## config.mk

```make
export PLATFORM = sky130hd
export DESIGN_NAME = rtp_mpegts_packetizer_core
export DESIGN_NICKNAME = d
export VERILOG_FILES = /design/src/design/rtpts_pkg.sv /design/src/design/rtpts_cfg.sv /design/src/design/rtpts_engine.sv /design/src/design/rtp_mpegts_packetizer_core.sv
export SDC_FILE = /design/constraint.sdc
export NUM_CORES = 1
export LEC_CHECK = 0
export BUFFER_PORTS_ARGS = -buffer_cell sky130_fd_sc_hd__buf_4
export CAP_MARGIN = 20
export CELL_PAD_IN_SITES_DETAIL_PLACEMENT = 1
export CELL_PAD_IN_SITES_GLOBAL_PLACEMENT = 1
export CORE_MARGIN = 8
export CORE_UTILIZATION = 40
export DETAILED_ROUTE_END_ITERATION = 6
export GPL_ROUTABILITY_DRIVEN = 1
export GPL_TIMING_DRIVEN = 0
export PLACE_DENSITY = 0.68
export SYNTH_ARGS = -nofsm -noshare
export SYNTH_HDL_FRONTEND = slang
export SYNTH_SLANG_ARGS = --single-unit
```

## constraint.sdc

```tcl
create_clock -name i_clk -period 12.3 [get_ports i_clk]
set_input_delay 2.46 -clock i_clk [delete_from_list [all_inputs] [get_ports i_clk]]
set_output_delay 2.46 -clock i_clk [all_outputs]
set_load 0.005 [all_outputs]
```

## src/design/rtpts_pkg.sv

```systemverilog
package rtpts_pkg;

    localparam int TS_PACKET_BYTES = 188;
    localparam int HEADER_BYTES    = 12;
    localparam int MTU_OVERHEAD    = 14;
    localparam int MTU_W           = 11;
    localparam int PT_W            = 7;
    localparam int SEQ_W           = 16;
    localparam int TS_W            = 32;
    localparam int IDX_W           = $clog2(HEADER_BYTES);
    localparam int HDR_W           = 8 * HEADER_BYTES;
    localparam int MTU_MAX         = 2 ** MTU_W - 1;
    localparam int PS_MAX_K        = (MTU_MAX - MTU_OVERHEAD) / TS_PACKET_BYTES;
    localparam int APB_AW          = 4;

    localparam logic [MTU_W-1:0] MTU_RST  = MTU_W'(1500);
    localparam logic [PT_W-1:0]  PT_RST   = PT_W'(33);
    localparam logic [31:0]      SSRC_RST = 32'd12;
    localparam logic [7:0]       RTP_BYTE0  = 8'h80;
    localparam logic [31:0]      TS_WRAP    = 32'hFFFF_FFFF;
    localparam logic [TS_W-1:0]  TS_SCALE   = TS_W'(90);

    localparam logic [1:0] REG_MTU  = 2'd0;
    localparam logic [1:0] REG_PT   = 2'd1;
    localparam logic [1:0] REG_SSRC = 2'd2;

    localparam logic OP_DATA  = 1'b0;
    localparam logic OP_CLEAR = 1'b1;

    typedef enum logic [1:0] {
        ST_READY,
        ST_HDR,
        ST_PAY
    } t_state;

    typedef struct packed {
        logic [PT_W-1:0]  payload_type;
        logic [31:0]      ssrc_id;
        logic [MTU_W-1:0] psize;
    } t_cfg;

    function automatic logic [MTU_W-1:0] pay_size(input logic [MTU_W-1:0] mtu);
        logic [MTU_W-1:0] p;
        p = MTU_W'(TS_PACKET_BYTES);
        for (int k = 2; k <= PS_MAX_K; k++) begin
            if (mtu >= MTU_W'(MTU_OVERHEAD + TS_PACKET_BYTES * k))
                p = MTU_W'(TS_PACKET_BYTES * k);
        end
        return p;
    endfunction

endpackage

```

## src/design/rtpts_cfg.sv

```systemverilog
module rtpts_cfg (
    input  logic                         i_clk,
    input  logic                         i_rst_n,
    input  logic                         psel,
    input  logic                         penable,
    input  logic                         pwrite,
    input  logic [rtpts_pkg::APB_AW-1:0] paddr,
    input  logic [31:0]                  pwdata,
    output logic [31:0]                  prdata,
    output logic                         pready,
    output rtpts_pkg::t_cfg              o_cfg
);

    logic [rtpts_pkg::MTU_W-1:0] r_mtu;
    logic [rtpts_pkg::PT_W-1:0]  r_pt;
    logic [31:0]                 r_ssrc;
    logic [rtpts_pkg::MTU_W-1:0] r_psize;
    logic                        wr_en;
    logic [1:0]                  reg_idx;

    assign pready  = 1'b1;
    assign wr_en   = psel && penable && pwrite;
    assign reg_idx = paddr[3:2];

    always_ff @(posedge i_clk) begin
        if (!i_rst_n) begin
            r_mtu   <= rtpts_pkg::MTU_RST;
            r_pt    <= rtpts_pkg::PT_RST;
            r_ssrc  <= rtpts_pkg::SSRC_RST;
            r_psize <= rtpts_pkg::pay_size(rtpts_pkg::MTU_RST);
        end else if (wr_en) begin
            case (reg_idx)
                rtpts_pkg::REG_MTU: begin
                    r_mtu   <= pwdata[rtpts_pkg::MTU_W-1:0];
                    r_psize <= rtpts_pkg::pay_size(pwdata[rtpts_pkg::MTU_W-1:0]);
                end
                rtpts_pkg::REG_PT:   r_pt   <= pwdata[rtpts_pkg::PT_W-1:0];
                rtpts_pkg::REG_SSRC: r_ssrc <= pwdata;
                default: ;
            endcase
        end
    end

    always_comb begin
        case (reg_idx)
            rtpts_pkg::REG_MTU:  prdata = 32'(r_mtu);
            rtpts_pkg::REG_PT:   prdata = 32'(r_pt);
            rtpts_pkg::REG_SSRC: prdata = r_ssrc;
            default:             prdata = 32'd0;
        endcase
    end

    assign o_cfg.payload_type = r_pt;
    assign o_cfg.ssrc_id      = r_ssrc;
    assign o_cfg.psize        = r_psize;

endmodule

```

## src/design/rtpts_engine.sv

```systemverilog
module rtpts_engine (
    input  logic            i_clk,
    input  logic            i_rst_n,
    input  rtpts_pkg::t_cfg i_cfg,
    input  logic            i_in_valid,
    output logic            o_in_ready,
    input  logic            i_opcode,
    input  logic [7:0]      i_data_byte,
    input  logic            i_end_of_buffer,
    input  logic [31:0]     i_now_ms,
    output logic            o_out_valid,
    input  logic            i_out_ready,
    output logic [7:0]      o_out_byte,
    output logic            o_packet_end,
    output logic            o_run_last
);

    localparam logic [rtpts_pkg::IDX_W-1:0] IDX_FIRST =
        rtpts_pkg::IDX_W'(1);
    localparam logic [rtpts_pkg::IDX_W-1:0] IDX_LAST =
        rtpts_pkg::IDX_W'(rtpts_pkg::HEADER_BYTES - 1);

    // input register
    logic        r_in_valid;
    logic        r_in_op;
    logic [7:0]  r_in_byte;
    logic        r_in_eob;
    logic [31:0] r_in_now;

    rtpts_pkg::t_state r_state, n_state;
    logic [rtpts_pkg::IDX_W-1:0] r_idx, n_idx;
    logic [rtpts_pkg::SEQ_W-1:0] r_seq, n_seq;
    logic [rtpts_pkg::SEQ_W-1:0] r_hdr_seq, n_hdr_seq;
    logic [rtpts_pkg::TS_W-1:0]  r_ts, n_ts;
    logic [31:0]                 r_base, n_base;
    logic [rtpts_pkg::MTU_W-1:0] r_count, n_count;

    logic       r_out_valid, n_out_valid;
    logic [7:0] r_out_byte, n_out_byte;
    logic       r_out_pend, n_out_pend;
    logic       r_out_last, n_out_last;

    logic                        out_go;
    logic                        consume;
    logic [31:0]                 base_sel;
    logic [rtpts_pkg::TS_W-1:0]  ts_calc;
    logic [rtpts_pkg::MTU_W-1:0] count_inc;
    logic                        pend;
    logic [rtpts_pkg::HDR_W-1:0] hdr_vec;
    logic [rtpts_pkg::HDR_W-1:0] hdr_sh;

    assign out_go    = !r_out_valid || i_out_ready;
    assign base_sel  = (r_base == 32'd0 || r_in_now < r_base) ? r_in_now : r_base;
    assign ts_calc   = (r_in_now - base_sel) * rtpts_pkg::TS_SCALE;
    assign count_inc = r_count + rtpts_pkg::MTU_W'(1);
    assign pend      = r_in_eob || (count_inc >= i_cfg.psize);
    assign hdr_vec   = {rtpts_pkg::RTP_BYTE0, 1'b0, i_cfg.payload_type, r_hdr_seq,
                        r_ts, i_cfg.ssrc_id};
    assign hdr_sh    = hdr_vec << {r_idx, 3'b000};

    always_comb begin
        n_state     = r_state;
        n_idx       = r_idx;
        n_seq       = r_seq;
        n_hdr_seq   = r_hdr_seq;
        n_ts        = r_ts;
        n_base      = r_base;
        n_count     = r_count;
        n_out_valid = r_out_valid && !i_out_ready;
        n_out_byte  = r_out_byte;
        n_out_pend  = r_out_pend;
        n_out_last  = r_out_last;
        consume     = 1'b0;
        case (r_state)
            rtpts_pkg::ST_READY: begin
                if (r_in_valid) begin
                    if (r_in_op == rtpts_pkg::OP_CLEAR) begin
                        n_base  = 32'd0;
                        consume = 1'b1;
                    end else if (r_count == '0) begin
                        if (out_go) begin
                            n_out_valid = 1'b1;
                            n_out_byte  = rtpts_pkg::RTP_BYTE0;
                            n_out_pend  = 1'b0;
                            n_out_last  = 1'b0;
                            n_base      = (ts_calc == rtpts_pkg::TS_WRAP) ? 32'd0 : base_sel;
                            n_ts        = ts_calc;
                            n_hdr_seq   = r_seq;
                            n_seq       = r_seq + rtpts_pkg::SEQ_W'(1);
                            n_idx       = IDX_FIRST;
                            n_state     = rtpts_pkg::ST_HDR;
                        end
                    end else if (out_go) begin
                        n_out_valid = 1'b1;
                        n_out_byte  = r_in_byte;
                        n_out_pend  = pend;
                        n_out_last  = 1'b1;
                        n_count     = pend ? '0 : count_inc;
                        consume     = 1'b1;
                    end
                end
            end
            rtpts_pkg::ST_HDR: begin
                if (out_go) begin
                    n_out_valid = 1'b1;
                    n_out_byte  = hdr_sh[rtpts_pkg::HDR_W-1 -: 8];
                    n_out_pend  = 1'b0;
                    n_out_last  = 1'b0;
                    if (r_idx == IDX_LAST) begin
                        n_state = rtpts_pkg::ST_PAY;
                    end else begin
                        n_idx = r_idx + rtpts_pkg::IDX_W'(1);
                    end
                end
            end
            rtpts_pkg::ST_PAY: begin
                if (out_go) begin
                    n_out_valid = 1'b1;
                    n_out_byte  = r_in_byte;
                    n_out_pend  = pend;
                    n_out_last  = 1'b1;
                    n_count     = pend ? '0 : count_inc;
                    consume     = 1'b1;
                    n_state     = rtpts_pkg::ST_READY;
                end
            end
            default: n_state = rtpts_pkg::ST_READY;
        endcase
    end

    assign o_in_ready = !r_in_valid || consume;

    always_ff @(posedge i_clk) begin
        if (!i_rst_n) begin
            r_in_valid  <= 1'b0;
            r_state     <= rtpts_pkg::ST_READY;
            r_idx       <= '0;
            r_seq       <= '0;
            r_base      <= 32'd0;
            r_count     <= '0;
            r_out_valid <= 1'b0;
        end else begin
            if (o_in_ready)
                r_in_valid <= i_in_valid;
            r_state     <= n_state;
            r_idx       <= n_idx;
            r_seq       <= n_seq;
            r_base      <= n_base;
            r_count     <= n_count;
            r_out_valid <= n_out_valid;
        end
    end

    always_ff @(posedge i_clk) begin
        if (i_in_valid && o_in_ready) begin
            r_in_op   <= i_opcode;
            r_in_byte <= i_data_byte;
            r_in_eob  <= i_end_of_buffer;
            r_in_now  <= i_now_ms;
        end
        r_hdr_seq  <= n_hdr_seq;
        r_ts       <= n_ts;
        r_out_byte <= n_out_byte;
        r_out_pend <= n_out_pend;
        r_out_last <= n_out_last;
    end

    assign o_out_valid  = r_out_valid;
    assign o_out_byte   = r_out_byte;
    assign o_packet_end = r_out_pend;
    assign o_run_last   = r_out_last;

    a_idx_range: assert property (@(posedge i_clk) disable iff (!i_rst_n)
        r_state == rtpts_pkg::ST_HDR |-> (r_idx >= IDX_FIRST && r_idx <= IDX_LAST))
        else $error("header index out of range");

    a_hdr_to_pay: assert property (@(posedge i_clk) disable iff (!i_rst_n)
        (r_state == rtpts_pkg::ST_HDR && r_idx == IDX_LAST && out_go)
        |=> r_state == rtpts_pkg::ST_PAY)
        else $error("header did not hand over to payload byte");

    a_close_clears: assert property (@(posedge i_clk) disable iff (!i_rst_n)
        (consume && n_out_valid && n_out_pend) |=> r_count == '0)
        else $error("payload count not cleared at packet close");

    a_in_hold: assert property (@(posedge i_clk) disable iff (!i_rst_n)
        (r_in_valid && !consume) |=> (r_in_valid && $stable(r_in_byte) && $stable(r_in_now)))
        else $error("held input item overwritten");

endmodule

```

## src/design/rtp_mpegts_packetizer_core.sv

```systemverilog
// A payload byte passes through the input register, then the output register.
// Throughput: one transport stream byte per cycle within a packet unless i_out_ready
// stalls; the first byte of a packet waits while the single output byte lane carries
// the header. A clear-base item resets the time base and produces no output.
// Reset (synchronous, active low) clears sequence number, time base, payload count
// and restores mtu 1500, payload type 33, ssrc 12; no clearing pass is needed.
module rtp_mpegts_packetizer_core (
    input  logic                         i_clk,
    input  logic                         i_rst_n,
    input  logic                         psel,
    input  logic                         penable,
    input  logic                         pwrite,
    input  logic [rtpts_pkg::APB_AW-1:0] paddr,
    input  logic [31:0]                  pwdata,
    output logic [31:0]                  prdata,
    output logic                         pready,
    input  logic                         i_in_valid,
    output logic                         o_in_ready,
    input  logic                         i_opcode,
    input  logic [7:0]                   i_data_byte,
    input  logic                         i_end_of_buffer,
    input  logic [31:0]                  i_now_ms,
    output logic                         o_out_valid,
    input  logic                         i_out_ready,
    output logic [7:0]                   o_out_byte,
    output logic                         o_packet_end,
    output logic                         o_run_last
);

    rtpts_pkg::t_cfg cfg;

    rtpts_cfg u_cfg (
        .i_clk   (i_clk),
        .i_rst_n (i_rst_n),
        .psel    (psel),
        .penable (penable),
        .pwrite  (pwrite),
        .paddr   (paddr),
        .pwdata  (pwdata),
        .prdata  (prdata),
        .pready  (pready),
        .o_cfg   (cfg)
    );

    rtpts_engine u_engine (
        .i_clk           (i_clk),
        .i_rst_n         (i_rst_n),
        .i_cfg           (cfg),
        .i_in_valid      (i_in_valid),
        .o_in_ready      (o_in_ready),
        .i_opcode        (i_opcode),
        .i_data_byte     (i_data_byte),
        .i_end_of_buffer (i_end_of_buffer),
        .i_now_ms        (i_now_ms),
        .o_out_valid     (o_out_valid),
        .i_out_ready     (i_out_ready),
        .o_out_byte      (o_out_byte),
        .o_packet_end    (o_packet_end),
        .o_run_last      (o_run_last)
    );

endmodule
```

# Word-level counts from Yosys, hierarchy flattened
# Cells that the tools add are included.
[word_totals] register_bits=227 input_bits=85 word_cells=147 out_inout_bits=45
[op_classes] mux=63 n_lt_le_gt_ge=11 multipliers=1 shift=1 reduce_logical=31 n_bitwise=1 eq_ne=15 add_sub_neg=4
[op_table] operator="two-way mux 32 bit" count=4
[op_table] operator="two-way mux 11 bit" count=10
[op_table] operator="case mux 32 bit (3 select lines)" count=1
[op_table] operator="<< shifter 96 x 7 -> 96 bit" count=1
[op_table] operator=">= comparator 11 bit, second input constant" count=5
[op_table] operator="two-way mux 8 bit" count=6
[op_table] operator=">= comparator 11 x 10 -> 1 bit, second input constant" count=3
[op_table] operator="logical NOT 32 bit" count=1
[op_table] operator="less-than comparator 32 bit" count=1
[op_table] operator="multiplier 32 x 6 -> 31 bit, second input constant" count=1
[op_table] operator="subtractor 32 bit" count=1
[op_table] operator="two-way mux 10 bit" count=3
[op_table] operator="two-way mux 4 bit" count=6
[op_table] operator="case mux 8 bit (3 select lines)" count=1
[op_table] operator="case mux 11 bit (2 select lines)" count=1
[op_table] operator="two-way mux 1 bit" count=17
[op_table] operator="adder 16 x 1 -> 16 bit, second input constant" count=1
[op_table] operator="two-way mux 2 bit" count=7
[op_table] operator="AND reduction 7 bit" count=2
[op_table] operator="!= test 2 x 1 -> 1 bit, second input constant" count=6
[op_table] operator="adder 11 x 1 -> 11 bit, second input constant" count=1
[op_table] operator=">= comparator 11 bit" count=1
[op_table] operator=">= comparator 11 x 9 -> 1 bit, second input constant" count=1
[op_table] operator="logical NOT 11 bit" count=1
[op_table] operator="other kinds (23)" count=45

# Longest topological paths before layout
[depth] depth_word=10 ltp_mapped=38 mapped_depth_nobuf=38

# Modules after synthesis
# Synthesis repeated with hierarchy kept, for this count alone.
[hier_totals] cells_unflattened=1731 hier_area_um2=15997.8
[modules_own_cells] module="rtpts_engine" n_inst=1 cells_each=1352 seq_area_each_um2=4314.1 area_each_um2=13006.2
[modules_own_cells] module="rtpts_cfg" n_inst=1 cells_each=379 seq_area_each_um2=1181.1 area_each_um2=2991.6

# Worst setup path before layout
# No wires, ideal clock.
[synth_timing] kind="reg2reg" from="register u_engine.r_in_now[21]" to="register u_engine.r_ts[31] (netlist name), data pin" n_path_buf=1 stages_incl_launch_ff=37 period_less_slack_ns=8.509 setup_ns=0.268 required_ns=12.032 arrival_ns=8.241 path_slack_ns=3.791 path_cell_list="edfxtp_1 ha_1 o21a_1 o21ai_1 nand2b_1 a21oi_1 or3_1 a31o_2 a21oi_1 clkbuf_1 mux2i_1 ha_1 nor2b_1 o21a_1 o21ai_0 a21oi_1 o31ai_1 a32oi_1 a21o_1 a21oi_1 xnor2_1 ha_1 inv_1 fa_1 fa_1 inv_1 ha_1 a21o_1 a21o_1 a21oi_1 nor2_1 a2111oi_0 nor2_1 a211o_1 a311o_1 a31oi_1 xnor3_1"
[synth_between] elab_chain_len=5
[synth_rtl] element="start, declared" line="rtpts_engine.sv:28" source="logic [31:0] r_in_now;"
[synth_rtl] element="start signal, assigned" line="rtpts_engine.sv:159" source="r_in_now <= i_now_ms;"
[synth_rtl] element="less-than comparator 32 bit" line="rtpts_engine.sv:53" source="assign base_sel = (r_base == 32'd0 || r_in_now < r_base) ? r_in_now : r_base;"
[synth_rtl] element="logical OR 1 bit" line="rtpts_engine.sv:53"
[synth_rtl] element="two-way mux 32 bit" line="rtpts_engine.sv:53"
[synth_rtl] element="subtractor 32 bit (*)" line="rtpts_engine.sv:54" source="assign ts_calc = (r_in_now - base_sel) * rtpts_pkg::TS_SCALE;"
[synth_rtl] element="multiplier 32 x 6 -> 31 bit (*)" line="rtpts_engine.sv:54"
[synth_rtl] element="net u_engine.ts_calc (one bit)" line="rtpts_engine.sv:46" source="logic [rtpts_pkg::TS_W-1:0] ts_calc;"
[synth_rtl] element="end signal, assigned" line="rtpts_engine.sv:162" source="r_ts <= n_ts;"
[synth_rtl] element="end, declared" line="rtpts_engine.sv:34" source="logic [rtpts_pkg::TS_W-1:0] r_ts, n_ts;"
# Mark *: on every way through the listed nets, which the timed path passes. The rest lies on a longest branch.
# A chain may end at the register's enable or synchronous reset.

# Worst setup path in the final report
[layout_timing] from="register u_engine.r_in_now[14]" to="register u_engine.r_ts[31] (netlist name), data pin"
# Same word-level chain as after synthesis.

==> results.json <==
{
  "core.rowCount": 72,
  "fin_tns_setup_ns": 0,
  "grt_first_pass_wirelength_um": 71300,
  "max-slew-margin-rel_pct": 26.3,
  "filler_cell_count": 4531,
  "tritonroute_pass_1_iters": 5,
  "cp_slowest_stage_delay_ns": 0.60,
  "yosysWarnings": 0,
  "area_growth_pct": 15.6,
  "reg2reg_to": "u_engine.r_ts[31]",
  "kind_of_start_point_of_the_critical_path": "flop",
  "gp_congestion": 0.842,
  "top_ff_cell_synth": "sky130_fd_sc_hd__dfxtp_1",
  "crit_type": "reg2reg",
  "worstSetupEndpointType": "flop",
  "die_w_um": 214,
  "design.final.nets": 2121,
  "synth_async_sr_flop_share_pct": 0,
  "min_path_type": "reg2reg",
  "yosysUniqueCellTypes": 72,
  "sink_of_the_worst_hold_path": "u_cfg.r_psize[2]",
  "clk_transition_reported_paths_ns": 0.06,
  "die_area_um2": 45700,
  "count_of_pins_over_their_slew_limit": 0,
  "synth_seq_cells": 225,
  "first_iter_violations": 561,
  "grt_setup_unrepaired": "no",
  "vias_per_cell": 5.29,
  "cts_buffer_depth": 3,
  "grt_use_total_pct": 19.4,
  "min_period_over_period_pct": 84.5,
  "die_y_um": 214,
  "tritoncts": "yes",
  "final_worst_path_period_need_ns": 10.40,
  "hpwl_um": 35600,
  "grt_antenna_before_repair": 0,
  "route.antenna.remaining_nets": 0,
  "cts_setup_buffers": 0,
  "start_util_pct": 40.5,
  "detailroute.via_count": 12600,
  "remaining_drc_errors": 0,
  "synth_enable_flop_cells": 99,
  "rr_worst_depth": 36,
  "grt_pass1_vias": 13400,
  "tritoncts_num_sinks": 225,
  "port_buffers": 115,
  "critPathSlowestCell": "sky130_fd_sc_hd__clkbuf_1",
  "worst_skew_pair_latency_ns": 0.58,
  "seq_area_um2": 5500,
  "grt-ovfl-total": 0,
  "max_freq_ghz": 0.0962,
  "status": "finished clean",
  "antenna_cell_count": 0,
  "core_area_um2": 38600,
  "netlist_area_um2": 15600,
  "setup-violations-final": 0,
  "max_slew.worst_pin.slew_ns": 1.10,
  "worstHoldPathCells": 2,
  "routed_wirelength_normalized_by_instance_count_um": 18.7,
  "ff2ff_setup_slack_ns": 1.90,
  "ios": 130,
  "cts-resized-gates": 0,
  "worst_ep_arrival_time_ns": 10.70,
  "grt_max_degree": 55,
  "cts_max_level": 1,
  "multi_input_area_um2": 9230,
  "hp-start": "u_cfg.r_psize[2]",
  "netlist_instances": 1702,
  "worst-endpoint-required_ns": 12.61,
  "syn_area_per_cell_um2": 9.19,
  "cts_made_buffers": 28,
  "layout-drive-gt1-share_pct": 10.4,
  "fin_skew_ns": 0.0151,
  "postSynthNetCount": 1973,
  "wirelength_um": 44800,
  "clock_tree.root_cell": "sky130_fd_sc_hd__clkbuf_16",
  "r2r-start": "u_engine.r_in_now[14]",
  "timing.final.hold_violations": 0,
  "timing.critical_path.fanout_max": 10,
  "synth.yosys.seq_area_share_pct": 35.1,
  "cts.hold.buffers_added": 0,
  "maxCapViolations": 0
}
## sequential cells by signal (all words and copies together), names as in the netlist, 9 cells and up, named ones only
name	cells
u_cfg.r_ssrc	32
u_engine.r_base	32
u_engine.r_in_now	32
u_engine.r_ts	31
u_engine.r_hdr_seq	16
u_engine.r_seq	16
u_cfg.r_mtu	11
u_engine.r_count	11
u_cfg.r_psize	9
## cells in the mapped netlist, types with 3 or more instances
| cell | instances | area, um^2 |
|---|---|---|
| sky130_fd_sc_hd__a211o_1 | 3 | 26.3 |
| sky130_fd_sc_hd__a211oi_1 | 15 | 113 |
| sky130_fd_sc_hd__a21boi_1 | 43 | 323 |
| sky130_fd_sc_hd__a21o_1 | 46 | 345 |
| sky130_fd_sc_hd__a21oi_1 | 85 | 425 |
| sky130_fd_sc_hd__a22oi_1 | 26 | 195 |
| sky130_fd_sc_hd__a31oi_1 | 7 | 43.8 |
| sky130_fd_sc_hd__and2_1 | 64 | 400 |
| sky130_fd_sc_hd__and3_1 | 4 | 25.0 |
| sky130_fd_sc_hd__and4_1 | 4 | 35.0 |
| sky130_fd_sc_hd__buf_1 | 4 | 15.0 |
| sky130_fd_sc_hd__clkbuf_1 | 65 | 244 |
| sky130_fd_sc_hd__dfxtp_1 | 126 | 2520 |
| sky130_fd_sc_hd__edfxtp_1 | 99 | 2970 |
| sky130_fd_sc_hd__fa_1 | 46 | 921 |
| sky130_fd_sc_hd__ha_1 | 140 | 1750 |
| sky130_fd_sc_hd__inv_1 | 176 | 661 |
| sky130_fd_sc_hd__mux2_2 | 8 | 90.1 |
| sky130_fd_sc_hd__mux2i_1 | 50 | 500 |
| sky130_fd_sc_hd__mux4_2 | 15 | 338 |
| sky130_fd_sc_hd__nand2_1 | 221 | 830 |
| sky130_fd_sc_hd__nand2b_1 | 9 | 56.3 |
| sky130_fd_sc_hd__nand3_1 | 35 | 175 |
| sky130_fd_sc_hd__nand4_1 | 19 | 119 |
| sky130_fd_sc_hd__nor2_1 | 73 | 274 |
| sky130_fd_sc_hd__nor2b_1 | 28 | 175 |
| sky130_fd_sc_hd__nor3_1 | 8 | 40.0 |
| sky130_fd_sc_hd__nor4_1 | 11 | 68.8 |
| sky130_fd_sc_hd__o21a_1 | 18 | 135 |
| sky130_fd_sc_hd__o21ai_0 | 43 | 215 |
| sky130_fd_sc_hd__o21ai_1 | 52 | 260 |
| sky130_fd_sc_hd__o21bai_1 | 12 | 90.1 |
| sky130_fd_sc_hd__o22ai_1 | 3 | 18.8 |
| sky130_fd_sc_hd__o41ai_1 | 3 | 26.3 |
| sky130_fd_sc_hd__or2_1 | 3 | 18.8 |
| sky130_fd_sc_hd__or3_1 | 11 | 68.8 |
| sky130_fd_sc_hd__xnor2_1 | 56 | 490 |
| sky130_fd_sc_hd__xor2_1 | 27 | 236 |
## cell usage in the layout, fill, tap and decap left out, types with 9 or more instances in the layout
cell type	n
sky130_fd_sc_hd__o21bai_1	12
sky130_fd_sc_hd__o21ai_0	43
sky130_fd_sc_hd__clkbuf_16	28
sky130_fd_sc_hd__nor2_1	73
sky130_fd_sc_hd__a211oi_1	15
sky130_fd_sc_hd__and2_1	64
sky130_fd_sc_hd__a21oi_1	85
sky130_fd_sc_hd__dfxtp_1	126
sky130_fd_sc_hd__ha_1	140
sky130_fd_sc_hd__buf_4	117
sky130_fd_sc_hd__clkbuf_1	67
sky130_fd_sc_hd__nand4_1	19
sky130_fd_sc_hd__nand2b_1	9
sky130_fd_sc_hd__nor2b_1	28
sky130_fd_sc_hd__o21a_1	18
sky130_fd_sc_hd__nand2_1	221
sky130_fd_sc_hd__nor4_1	11
sky130_fd_sc_hd__inv_1	176
sky130_fd_sc_hd__o21ai_1	52
sky130_fd_sc_hd__a21boi_1	43
sky130_fd_sc_hd__xor2_1	27
sky130_fd_sc_hd__xnor2_1	56
sky130_fd_sc_hd__a21o_1	46
sky130_fd_sc_hd__fa_1	46
sky130_fd_sc_hd__a22oi_1	26
sky130_fd_sc_hd__mux4_2	15
sky130_fd_sc_hd__mux2i_1	50
sky130_fd_sc_hd__or3_1	11
sky130_fd_sc_hd__edfxtp_1	99
sky130_fd_sc_hd__nand3_1	35
## cells by family (layout without fill, tap and decap cells)
kind of cell | count (synthesis) | in the layout | synth area share [%]
AO/OA/AOI/OAI | 387 | 387 | 16.0
XOR/XNOR | 84 | 84 | 4.79
adder cells (fa/ha/maj) | 186 | 186 | 17.1
buffers and inverters | 249 | 419 | 6.01
flip-flops | 225 | 225 | 35.1
multiplexers | 74 | 74 | 6.00
other | 1 | 1 | 0.0240
AND/OR/NAND/NOR | 496 | 496 | 15.0
## area by class of cell
type / count / share of cell area [%]
Buffer: 72 / 1.53
Clock buffer: 32 / 4.07
Clock inverter: 20 / 0.767
Inverter: 177 / 3.67
Multi-Input combinational cell: 1228 / 51.0
Sequential cell: 225 / 30.4
Tap cell: 518 / 3.58
Timing Repair Buffer: 118 / 5.03
## per-layer routing
metal | GRT usage [%] | vias up | wire length (um)
met1 | 23.2 | 6228 | 19200
met5 | 0 | - | 0
li1 | - | 6196 | -
met4 | 5.22 | 0 | 1020
met2 | 36.4 | 151 | 23300
met3 | 2.24 | 57 | 1190
## through the flow
step	hold WS (ns)	cell area, um^2	worst slack (ns)	utilization, %	instances
detailed placement	0.449	17200	1.82	44.5	2337
global placement	0.442	17200	1.72	44.4	2335
finish	0.451	18100	1.90	46.8	2390
CTS	0.457	18100	1.76	46.8	2389
floorplan	0.427	15600	3.79	-	1702
global route	0.474	18100	1.25	46.8	2390
## critical path, delay by kind of cell, from the launching register on
kind | cells | cell delay [ns]
AO/OA/AOI/OAI | 18 | 4.80
multiplexers | 1 | 0.44
flip-flops | 1 | 0.44
XOR/XNOR | 2 | 0.44
adder cells (fa/ha/maj) | 6 | 2.30
buffers and inverters | 4 | 1.00
AND/OR/NAND/NOR | 5 | 0.69
## worst max path at each step
stage | from | to | slack, ns | cells past startpoint
2_1_floorplan | u_engine.r_in_now[21] | u_engine.r_ts[31] | 3.79 | 36
3_3_place_gp | u_engine.r_in_now[1] | u_engine.r_ts[31] | 1.72 | 35
3_5_place_dp | u_engine.r_base[15] | u_engine.r_ts[31] | 1.82 | 37
4_1_cts | u_engine.r_base[15] | u_engine.r_ts[31] | 1.76 | 37
5_1_grt | u_engine.r_in_now[14] | u_engine.r_ts[31] | 1.25 | 36
6_report | u_engine.r_in_now[14] | u_engine.r_ts[31] | 1.90 | 36
Power is left out: the tool's default activity adds up to more than one toggle a clock period on the data nets, which glitch-free logic cannot reach.
